## src/rtl/smau_ram.sv

```systemverilog
`default_nettype none

module smau_ram #(
  parameter int unsigned WIDTH = 32,
  parameter int unsigned DEPTH = 64
) (
  input  wire logic                     clk_i,
  input  wire logic                     we_i,
  input  wire logic [$clog2(DEPTH)-1:0] waddr_i,
  input  wire logic [WIDTH-1:0]         wdata_i,
  input  wire logic [$clog2(DEPTH)-1:0] raddr_i,
  output logic      [WIDTH-1:0]         rdata_o
);

  logic [WIDTH-1:0] mem_q [DEPTH];

  always_ff @(posedge clk_i) begin
    if (we_i) begin
      mem_q[waddr_i] <= wdata_i;
    end
    rdata_o <= mem_q[raddr_i];
  end

endmodule

`default_nettype wire

```

## config.mk

```make
export PLATFORM = sky130hd
export DESIGN_NAME = smau_ram
export DESIGN_NICKNAME = d
export VERILOG_FILES = /design/src/rtl/smau_ram.sv
export SDC_FILE = /design/constraint.sdc
export NUM_CORES = 2
export LEC_CHECK = 0
export BUFFER_PORTS_ARGS = -buffer_cell sky130_fd_sc_hd__buf_2
export CAP_MARGIN = 20
export CORE_ASPECT_RATIO = 1.5
export CORE_MARGIN = 2
export CORE_UTILIZATION = 30
export DETAILED_ROUTE_END_ITERATION = 8
export REMOVE_ABC_BUFFERS = 1
export SYNTH_ARGS = -nofsm -noshare
export SYNTH_HDL_FRONTEND = slang
export SYNTH_SLANG_ARGS = --single-unit
```

## constraint.sdc

```tcl
create_clock -name clk_i -period 4.35 [get_ports clk_i]
set_input_delay 0.2175 -clock clk_i [delete_from_list [all_inputs] [get_ports clk_i]]
set_output_delay 0.2175 -clock clk_i [all_outputs]
set_load 0.1 [all_outputs]
```

# Word level (Yosys, flattened, before mapping)
# Memory sizes are Yosys's and may differ from the RTL's. A register that Yosys moved wholly into a read port is not among the register bits.
# Cells that the tools add are included.
dict set report word_totals {
  register_bits 0
  mem_bits_ro 0
  mem_bits_rw 2048
  n_memories 1
  latchBits 0
}
dict set report op_classes {
  n_addsub 0
  mux 2
  shift 0
  div 0
  eq_ne 0
  bitwise 0
  reduce_logical 0
  magnitude_cmp 0
  multipliers 0
}
# memory depth word_bits read_ports rd_clocked_by_memory_dff write_ports line
set memory_table {}
lappend memory_table {mem_q 64 32 1 1 1 15} ;# logic [WIDTH-1:0] mem_q [DEPTH];
# cell n
set op_table {}
lappend op_table {{$mux W1} 2}

# Depth between registers and ports, before layout
dict set report depth {
  ltp_word 2
  depth_mapped 10
  mapped_depth_nobuf 5
}

# Worst setup path before layout
# Ideal clock, no wire load.
dict set report synth_timing {
  kind {input to register}
  start {input port waddr_i[3]}
  end {memory mem_q[48][0] (enable)}
  stages 4
  slack_ns 0.973
  arrival_time_ns 2.916
  path_buffers 1
  path_cell_list {clkbuf_1 nor2b_1 nand4b_1 nor3_1}
}
# element line
set synth_lines {}
lappend synth_lines {{from (decl)} 9} ;# input wire logic [$clog2(DEPTH)-1:0] waddr_i,
lappend synth_lines {{to (decl)} 15}
# No word-level cell before the write port.

==> out/qor.csv <==
metric;value;unit
first_pass_iters;6;
p_switching;8.96;mW
p_sw_frac;0.221;
worst_ep_required_time;5000;ps
dp_slack;705;ps
cellPowerDensity;448;nW/µm²
dp.cells;6876;
via_per_inst;5.05;
synthArstFlopShare;0;
p_leak;27.5;nW
synthesis.yosys.warnings;0;
synth.top_cell.area_share;0.783;
worst_setup_path_end_kind;register;
core-area;261000;µm²
row_count;230;
final_layout_size_suffix_gt1_frac;0.300;
avgSynthCellArea;23.6;µm²
num_vias;36600;
synth_edf_count;2048;
slew_headroom;0.277;
die_h;631;µm
fmax;347;MHz
stdcell_count;7236;
synth_top_cell_by_area;edfxtp_1;
track_usage;0.158;
grt_first_pass_wirelength;297;mm
internal_power;31.5;mW
p_total;40.5;mW
cts_tree;done;
initial_utilization;0.301;
run_status;finished clean;
seqPwrFrac;0.551;
ys_seq_area_frac;0.791;
finalCriticalPeriod;2880;ps
mostFrequentLayoutCells;edfxtp_1, mux4_2, clkbuf_16;
maxCapViolCount;0;
post_dp_cell_area;84400;µm²
numCtsBuffers;189;
hold_class;input pin to register;
cts_buffer_depth;4;
antenna_found_initial;30;
ir_worst_vdd;0.382;mV
arrival;3530;ps
dieArea;266000;µm²
place.gp.congestion;0.818;
synth_cell_type_count;34;
drt-initial-drc-count;4108;
cts.sinks;2080;
hold_viol;0;
portBuffers;77;
final_common_cell;edfxtp_1;
antenna_left;0;
rsz0062_at_grt;no;
drc;0;
syn-instance-count;3324;
drt_wl_total;213;mm
fin_ws;1470;ps
final_nets;3645;
finalMaxSlewViolations;0;
ys.flop_type;edfxtp_1;
htreeDepth;4;
critPathKind;input pin to register;
cp_max_fo;42;
worst_slew_pin_slew;1080;ps
setup_viol;0;
cts_resized;0;
holdWs;28.8;ps
post_drt_wl_per_cell;29.4;µm
cts_setup_buffers;0;
io_pins;78;
finalCritPeriodShare;0.662;
fin_setup_tns;0;ps
insertion_delay;830;ps
clk_pin_slew_worst_paths;60;ps
root_buffer;clkbuf_16;
grt_pass1_vias;37700;
final_core_util;0.346;
ys_ff_latch;2080;
grt_overflow;0;
start_kind;input pin;
syn_area;78500;µm²
grt_max_degree;92;
die_w;422;µm
finClkSkew;42.5;ps
dp_hpwl;127;mm
syn_to_final_growth;14.9;%
power_frac_comb;0.062;
clkPwrFrac;0.387;
design_area;90300;µm²
synth.area.top_cells;edfxtp_1, mux4_2, mux2i_1;
==> synthesized netlist by cell type (all sizes together) (15+ instances only) <==
master	number
edfxtp	2048
mux4	544
nor2	137
buf	108
mux2i	93
o22ai	84
clkbuf	74
a21oi	62
dfxtp	32
o221ai	27
nand2	26
nor2b	15
==> timing repair <==
action                                  in CTS  in global routing
hold buffers                                 7                  2
endpoints found under the setup margin       0                  0
hold endpoints to repair                   117                 27
==> flip-flops by register name, indices dropped and copies added, names as in the netlist <==
register  flops
mem_q      2048
rdata_o      32
==> power groups by stage <==
stage	clock network, mW	logic, mW	registers (mW)
floorplan	0	0.822	23.0
global placement	0	2.50	22.7
detailed placement	0	2.53	22.7
CTS	15.9	2.54	22.3
global route	16.6	2.61	22.3
finish	15.7	2.51	22.3
==> cell families (layout without fill, tap and decap cells) <==
group	count (synthesis)	count (layout)	share of synthesized area
flops	2080	2080	0.791
mux	637	637	0.168
simple gates	223	223	0.0127
compound gates	202	202	0.0167
buf+inv	182	600	0.0113
other cells	0	14	0
==> critical path, cell delays in order <==
cell and delay (ps):
buf_8 390, buf_4 540, nor2b_1 880, a22oi_1 140
and3_1 330, o32ai_1 770, nor3_1 90
==> worst paths after layout <==
check	from	endpoint	slack [ps]	depth (start not counted)
setup reg to reg	mem_q[31][20]	rdata_o[20]	1960	5
setup / recovery	raddr_i[1]	rdata_o[17]	1470	7
hold / removal	wdata_i[26]	mem_q[61][26]	30	1
hold reg to reg	mem_q[12][4]	rdata_o[4]	870	5
==> area by class of cell <==
cell class / instances / area [µm²]
repair buffers: 266 / 2070
clock inverters: 86 / 563
clock buffers: 248 / 5110
well taps: 3480 / 4350
fillers: 24000 / 171000
multi-input cells: 1062 / 16000
flip-flops and latches: 2080 / 62100
diodes: 14 / 35.0
==> per-layer routing <==
layer | vias to the layer above | wire length (µm) | global-route usage
met5 | - | 121 | 0
met4 | 20 | 10300 | 0.0710
met3 | 407 | 12800 | 0.0241
met2 | 1329 | 112000 | 0.284
met1 | 20000 | 77400 | 0.185
li1 | 14800 | - | -
Power figures use the tool's default switching activity.
